File: config.mk
export PLATFORM = sky130hd
export DESIGN_NAME = stbs_cell
export DESIGN_NICKNAME = d
export VERILOG_FILES = /design/src/sorted_table_binary_search_core_assert.svh /design/src/stbs_pkg.sv /design/src/stbs_cell.sv
export SDC_FILE = /design/constraint.sdc
export NUM_CORES = 1
export LEC_CHECK = 0
export ABC_CLOCK_PERIOD_IN_PS = 10200
export BUFFER_PORTS_ARGS = -buffer_cell sky130_fd_sc_hd__buf_2
export CORE_UTILIZATION = 50
export DETAILED_ROUTE_END_ITERATION = 7
export PLACE_DENSITY = 0.87
export SLEW_MARGIN = 15
export SYNTH_ARGS = -nofsm -noshare
export SYNTH_HDL_FRONTEND = slang
export SYNTH_SLANG_ARGS = --single-unit
File: constraint.sdc
create_clock -name clk_i -period 10.2 [get_ports clk_i]
set_input_delay 1.02 -clock clk_i [delete_from_list [all_inputs] [get_ports clk_i]]
set_output_delay 1.02 -clock clk_i [all_outputs]
set_load 0.05 [all_outputs]
File: src/sorted_table_binary_search_core_assert.svh
// Assertion macros for the sorted table core.
// Included by the top level; needs nothing else.
`ifndef SORTED_TABLE_BINARY_SEARCH_CORE_ASSERT_SVH
`define SORTED_TABLE_BINARY_SEARCH_CORE_ASSERT_SVH

// same-cycle implication
`define STBS_ASSERT_IMP(lbl, clk, rst_n, a, c) \
  lbl: assert property (@(posedge clk) disable iff (!rst_n) (a) |-> (c)) \
    else $error("assertion failed");

// next-cycle implication
`define STBS_ASSERT_NXT(lbl, clk, rst_n, a, c) \
  lbl: assert property (@(posedge clk) disable iff (!rst_n) (a) |=> (c)) \
    else $error("assertion failed");

`endif

File: src/stbs_pkg.sv
// Package of the sorted table core: sizes, codes and transaction types.
// No dependencies.
`default_nettype none
package stbs_pkg;
  localparam int DEPTH       = 64;
  localparam int KEY_WIDTH   = 32;
  localparam int VALUE_WIDTH = 32;
  localparam int IDX_W       = $clog2(DEPTH);
  localparam int CNT_W       = $clog2(DEPTH + 1);
  localparam int SW          = IDX_W + 2;

  typedef logic signed [SW-1:0] sidx_t;

  typedef enum logic [1:0] {
    OP_SEARCH = 2'd0,
    OP_INSERT = 2'd1,
    OP_DELETE = 2'd2,
    OP_NONE   = 2'd3
  } op_e;

  typedef enum logic [1:0] {
    ST_OK        = 2'd0,
    ST_NOT_FOUND = 2'd1,
    ST_FULL      = 2'd2
  } status_e;

  typedef struct packed {
    logic [1:0]  op;
    logic [31:0] key;
    logic [31:0] value;
  } req_t;

  typedef struct packed {
    logic [1:0]  status;
    logic [31:0] found_value;
    logic [6:0]  entry_count;
  } rsp_t;

  typedef struct packed {
    logic [KEY_WIDTH-1:0]   key;
    logic [VALUE_WIDTH-1:0] value;
  } entry_t;

  typedef struct packed {
    logic             shift_up;
    logic             shift_dn;
    logic [IDX_W-1:0] pos;
    entry_t           ins;
  } cell_ctrl_t;
endpackage
`default_nettype wire

File: src/stbs_cell.sv
// One table slot: holds an entry, takes a neighbor's entry on a shift or loads an insert.
// Depends on stbs_pkg.
`default_nettype none
module stbs_cell (
  input  wire logic                      clk_i,
  input  wire stbs_pkg::cell_ctrl_t      ctrl_i,
  input  wire logic [stbs_pkg::IDX_W-1:0] idx_i,
  input  wire stbs_pkg::entry_t          below_i,
  input  wire stbs_pkg::entry_t          above_i,
  output stbs_pkg::entry_t               ent_o
);
  import stbs_pkg::*;

  entry_t ent_q, ent_d;

  always_comb begin
    ent_d = ent_q;
    if (ctrl_i.shift_up) begin
      if (idx_i > ctrl_i.pos) ent_d = below_i;
      else if (idx_i == ctrl_i.pos) ent_d = ctrl_i.ins;
    end else if (ctrl_i.shift_dn) begin
      if (idx_i >= ctrl_i.pos) ent_d = above_i;
    end
  end

  always_ff @(posedge clk_i) begin
    ent_q <= ent_d;
  end

  assign ent_o = ent_q;
endmodule
`default_nettype wire

==> results of run 1 <==
==> synthesized netlist by cell type, types with 2 or more instances <==
library cell	n	area, um^2
buf_1	9	33.8
o21a_1	2	15.0
ha_1	6	75.1
nand2_1	3	11.3
o21ai_2	2	17.5
nand2b_1	64	400
edfxtp_1	64	1920
inv_1	7	26.3
nor2_1	3	11.3
nor3_1	63	315
clkbuf_1	60	225
nor4b_1	63	552
o32ai_1	62	543
buf_2	12	60.1
o21ai_0	63	315
a21oi_1	129	646
==> how the worst max path moves through the flow <==
stage                 to  slack [ps]  depth (start not counted)
6_report        ent_o[0]        6160                          8
5_1_grt        ent_o[29]        5960                          9
4_1_cts        ent_o[14]        5360                          7
3_5_place_dp   ent_o[23]        4990                          7
3_3_place_gp   ent_o[25]        5050                          7
2_1_floorplan   ent_o[0]        4680                          6
==> cells by family after synthesis <==
family | after synthesis
AO/OA/AOI/OAI | 263
adder cells (fa/ha/maj) | 6
buffers and inverters | 89
flip-flops | 64
AND/OR/NAND/NOR | 203
==> layout make-up <==
| type | count | area (um^2) |
|---|---|---|
| clock buffers | 13 | 139 |
| multi-input cells | 472 | 3060 |
| clock inverters | 2 | 7.51 |
| flip-flops and latches | 64 | 1920 |
| inverters | 7 | 26.3 |
| well taps | 136 | 170 |
| fillers | 888 | 3500 |
| repair buffers | 279 | 1450 |
==> power groups by stage <==
| stage | registers (mW) | logic (mW) | clock network [mW] |
|---|---|---|---|
| after floorplan | 0.516 | 0.145 | 0 |
| after global placement | 0.364 | 0.412 | 0 |
| after detailed placement | 0.363 | 0.422 | 0 |
| after CTS | 0.359 | 0.423 | 0.185 |
| after global routing | 0.362 | 0.456 | 0.194 |
| final | 0.360 | 0.434 | 0.187 |
==> layer usage <==
| metal | vias to the layer above | global-route usage | share of wire |
|---|---|---|---|
| li1 | 2874 | - | - |
| met3 | 70 | 0.0774 | 0.12 |
| met2 | 545 | 0.598 | 0.49 |
| met1 | 3017 | 0.421 | 0.36 |
| met5 | - | 0 | 0 |
| met4 | 0 | 0.163 | 0.035 |
==> stage by stage <==
| step | utilization | power (mW) |
|---|---|---|
| 6_report | 0.659 | 0.981 |
| 5_1_grt | 0.659 | 1.01 |
| 4_1_cts | 0.653 | 0.966 |
| 3_5_place_dp | 0.638 | 0.786 |
| 3_3_place_gp | 0.638 | 0.776 |
| 2_1_floorplan | - | 0.661 |
==> layout by cell type (no fill, tap or decap), drive strengths merged, types with 2 or more instances in the layout <==
cell type	count
buf	279
inv	7
clkbuf	13
o32ai	62
nor3	63
clkinv	2
o21ai	65
edfxtp	64
ha	6
nor2	3
nand2b	64
a21oi	129
o21a	2
nor2b	2
nor4b	63
nand2	3
==> impl_metrics.tcl, run 1 <==
set metrics [dict create \
    cts_resized 0 \
    setup_viol_count_final 0 \
    whs_endpoint "ent_o[62]" \
    outcome "complete, no violations" \
    holdCritStartpoint "below_i[62]" \
    vias_in_the_first_global_route 6281 \
    timing.critical_path.from_type "input pin" \
    final_critical_path_setup_slack_ps 6160 \
    wl_per_cell_um 20.6 \
    share_clk_of_total_power 0.191 \
    fp.coreArea_um2 10300 \
    dpl-instance-area_um2 6560 \
    part_of_the_cycle_the_worst_path_needs 0.396 \
    async_reset_ff_frac 0 \
    dr.first_iter.drc_count 717 \
    seq_power_share 0.367 \
    post_synth_and_or_nand_nor_area_fraction 0.255 \
    finish.instance_area_um2 6780 \
    post_synth_mux_area_share 0 \
    synth_cell_type_count 29 \
    cts_buffer_depth 2 \
    totalNegativeSetupSlack_ps 0 \
    yosys_register_bits 64 \
    final_period_minus_worst_setup_slack_ps 4040 \
    min_path_cells 2 \
    dominant_delay_contributor_by_cell_family_on_the_critical_path "buffers and inverters" \
    clock_tree_from_tritoncts "done" \
    gpl.final_weighted_congestion 0.874 \
    synth_compound_gate_area_share 0.299 \
    syn-mean-instance-area_um2 8.44 \
    stdcell_count 973 \
    cp_cell_sequence "buf_2 -> inv_1 -> ha_4 -> nor2b_4 -> buf_12 -> o31ai_1 -> a21oi_4 -> buf_4" \
    post_synth_xor_area_fraction 0 \
    worst_case_setup_slack_after_placement_ps 4990 \
    num-nets-final 1046 \
    post_drt_via_cell_ratio 6.69 \
    cts.clk_slew.worst_paths_ps 70 \
    crit_path_max_incr_delay_ps 740 \
    total_switching_power_mw 0.431 \
    clock_tree.root_cell "clkbuf_8" \
    cp-startpoint "ctrl_i[65]" \
    io_buffers 270 \
    grt_setup_unrepaired "no" \
    cts.sink_count 64 \
    ant_nets 0 \
    vias 6506 \
    io_pins 271 \
    cp_data_required_time_ps 10180 \
    combPwrFrac 0.443 \
    timing.final.hold_violations 0 \
    synth_nets 838 \
    detail_route.wirelength_um 20000 \
    hold_buffers 0 \
    drive_above_1_share 0.356 \
    hpwl_um 12600 \
    die_x_um 105 \
    grt_pass1_wl_um 30800 \
    p_leak_nw 2.52 \
    synth_flop_cell "edfxtp_1" \
    insertedDiodeCount 0 \
    max_cap_violations 0 \
    timing.critical_path.slowest_stage_cell "ha_4" \
    post_synthesis_share_of_cell_area_spent_on_full_adders_half_adders_and_majority_gates 0.0142 \
    path_buf_inv 4 \
    grt.overflow.total 0 \
    ys_seq_area_frac 0.364 \
    grt_antenna_before_repair 0 \
    worst-slew-pin-transition_ps 818 \
    die_height_um 105 \
    cts-buffers-inserted 9 \
    placedCellCount 956 \
    num_rows 37 \
    post_cts.repair.setup_buffers 0 \
    global_route_usage_over_all_layers 0.351 \
    hp-class "in -> reg" \
    worst-path-max-fanout 67 \
    maximum_number_of_pins_on_one_net_before_global_route_repair 133 \
    largest_register_ffs 64 \
    max_clk_rate_mhz 248 \
    mappedNetlistArea_um2 5280 \
    synth_enable_flop_cells 64 \
    maximum_vdd_drop_uv 80.4 \
    worstSetupEndpointType "register" \
    yosys_warnings 0 \
    crit_type "in -> reg" \
    timing.max_slew.rel_slack 0.453 \
    final_layout_worst_hold_slack_ps 1050 \
    worstPathArrival_ps 4020 \
    syn_inst 625 \
    dominant_combinational_cell_family_by_area_after_synthesis "compound AO/OA/AOI/OAI gates" \
    remaining_drc_errors 0 \
    htree_levels 3 \
    internal_power_mw 0.549 \
    power_density_nw_per_um2 145 \
    die_area_um2 11000 \
    sw_frac_of_total 0.440 \
    area_added_between_synthesis_and_finish_pct 28.4 \
    initial_core_util 0.514 \
    first_pass_iters 6 \
    slew_viol_final 0 \
]
Power figures use the tool's default switching activity.
==> inputs of run 2 (changes only) <==
--- a/config.mk
+++ b/config.mk
@@ -5,11 +5,11 @@
 export SDC_FILE = /design/constraint.sdc
 export NUM_CORES = 1
 export LEC_CHECK = 0
-export ABC_CLOCK_PERIOD_IN_PS = 10200
+export ABC_CLOCK_PERIOD_IN_PS = 3800
 export BUFFER_PORTS_ARGS = -buffer_cell sky130_fd_sc_hd__buf_2
-export CORE_UTILIZATION = 50
+export CORE_UTILIZATION = 47
 export DETAILED_ROUTE_END_ITERATION = 7
-export PLACE_DENSITY = 0.87
+export PLACE_DENSITY = 0.82
 export SLEW_MARGIN = 15
 export SYNTH_ARGS = -nofsm -noshare
 export SYNTH_HDL_FRONTEND = slang
==> constraint.sdc (replaced) <==
create_clock -name clk_i -period 3.8 [get_ports clk_i]
set_input_delay 0.38 -clock clk_i [delete_from_list [all_inputs] [get_ports clk_i]]
set_output_delay 0.38 -clock clk_i [all_outputs]
set_load 0.05 [all_outputs]
==> impl_metrics.tcl, run 2 (synthesis gave the netlist of run 1 again) <==
set metrics [dict create \
    holdCritStartpoint "below_i[62]" \
    n_fill_cell 950 \
    cts_resized 0 \
    layout_commonest_cell "buf_2" \
    timing.max_slew.rel_slack 0.280 \
    totalNegativeSetupSlack_ps 0 \
    global_route_usage_over_all_layers 0.342 \
    maximum_number_of_pins_on_one_net_before_global_route_repair 77 \
    cts-buffers-inserted 9 \
    dr.first_iter.drc_count 885 \
    final_period_minus_worst_setup_slack_ps 2640 \
    cts.clk_slew.worst_paths_ps 80 \
    io_pins 271 \
    seqCellArea_um2 1920 \
    num-nets-final 1053 \
    crit_type "in -> reg" \
    worstPathArrival_ps 2800 \
    remaining_drc_errors 0 \
    multiInputGateArea_um2 3040 \
    min_path_cells 2 \
    grt_pass1_wl_um 30900 \
    die_area_um2 11700 \
    p_leak_nw 2.57 \
    worstSetupEndpointType "register" \
    hold_buffers 0 \
    max_clk_rate_mhz 379 \
    insertedDiodeCount 0 \
    ant_nets 0 \
    hpwl_um 13400 \
    wl_per_cell_um 20.6 \
    timing.critical_path.slowest_stage_cell "ha_2" \
    cp_data_required_time_ps 3970 \
    slew_viol_final 0 \
    maximum_vdd_drop_uv 235 \
    worst-path-max-fanout 36 \
    outcome "complete, no violations" \
    timing.final.hold_violations 0 \
    first_pass_iters 6 \
    crit_path_max_incr_delay_ps 710 \
    clock_tree.root_cell "clkbuf_8" \
    die_height_um 108 \
    initial_core_util 0.485 \
    vias 6469 \
    whs_endpoint "ent_o[62]" \
    max_cap_violations 0 \
    largest_register_ffs 64 \
    drive_above_1_share 0.364 \
    grt.overflow.total 0 \
    htree_levels 3 \
    gpl.final_weighted_congestion 0.912 \
    die_x_um 108 \
    area_added_between_synthesis_and_finish_pct 29.6 \
    post_cts.repair.setup_buffers 0 \
    cts_buffer_depth 2 \
    setup_viol_count_final 0 \
    design_power_total_mw 2.72 \
    io_buffers 270 \
    grt_antenna_before_repair 0 \
    num_rows 38 \
    cts.sink_count 64 \
    power_density_nw_per_um2 398 \
    hp-class "in -> reg" \
    timing.critical_path.from_type "input pin" \
    detail_route.wirelength_um 20200 \
    layout_common_cells "269 x buf_2, 128 x a21oi_1, 64 x nand2b_1, 64 x edfxtp_1" \
    part_of_the_cycle_the_worst_path_needs 0.693 \
    post_drt_via_cell_ratio 6.57 \
    grt_setup_unrepaired "no" \
    worst-slew-pin-transition_ps 1080 \
    clock_tree_from_tritoncts "done" \
    cp_cell_sequence "buf_2 -> inv_1 -> ha_2 -> nor2b_4 -> o21a_2 -> buf_12 -> nor4b_1 -> nor3_1" \
    fp.coreArea_um2 10900 \
    vias_in_the_first_global_route 6352 \
]
-- run 2: cell types whose count changed in the layout (fill, tap and decap cells not counted), sizes merged --
| cell | before | now |
|---|---|---|
| buf | 279 | 286 |
| bufinv | 0 | 1 |
| clkbuf | 13 | 11 |
| clkinv | 2 | 4 |
-- run 2: area by class of cell --
class | count | share of cell area
inverter | 7 | 0.00384
sequential | 64 | 0.281
clock buffer | 11 | 0.0192
multi-input combinational | 472 | 0.444
clock inverter | 5 | 0.00695
tap | 140 | 0.0256
timing repair buffer | 286 | 0.219
-- run 2: critical path: cells and delay by family --
kind                       cells  cell delay [ps]
AOI/OAI and AO/OA              1              590
and+or+nand+nor                3              650
buffers and inverters          3              430
adders and majority gates      1              710
-- run 2: worst max-delay path by stage --
stage	start	cells after the start	slack, ps	to
floorplan	ctrl_i[69]	6	290	ent_o[0]
global placement	ctrl_i[65]	8	940	ent_o[54]
detailed placement	ctrl_i[65]	8	850	ent_o[3]
CTS	ctrl_i[65]	8	1240	ent_o[3]
global route	ctrl_i[65]	8	1060	ent_o[21]
finish	ctrl_i[65]	8	1160	ent_o[3]
-- run 2: power by group --
part	internal [mW]	leakage, nW	total, mW	switching [mW]
Sequential	0.926	0.618	0.965	0.0395
Combinational	0.319	1.86	1.17	0.848
Clock	0.297	0.0922	0.588	0.290
-- run 2: routing by layer --
metal  wire length (um)  vias up  global-route usage
met5                  0        -                   0
met4                809        0               0.220
met3               2180       67              0.0705
met2               9890      507               0.560
met1               7360     3001               0.407
li1                   -     2894                   -
-- run 2: through the flow --
stage / hold WS, ps / std cells / area, um^2 / setup slack (ps) / util
detailed placement: 747 / 969 / 6660 / 854 / 0.612
global route: 421 / 985 / 6840 / 1060 / 0.628
CTS: 381 / 985 / 6840 / 1240 / 0.628
finish: 394 / 985 / 6840 / 1160 / 0.628
floorplan: 627 / 625 / 5280 / 291 / -
global placement: 748 / 969 / 6660 / 940 / 0.612
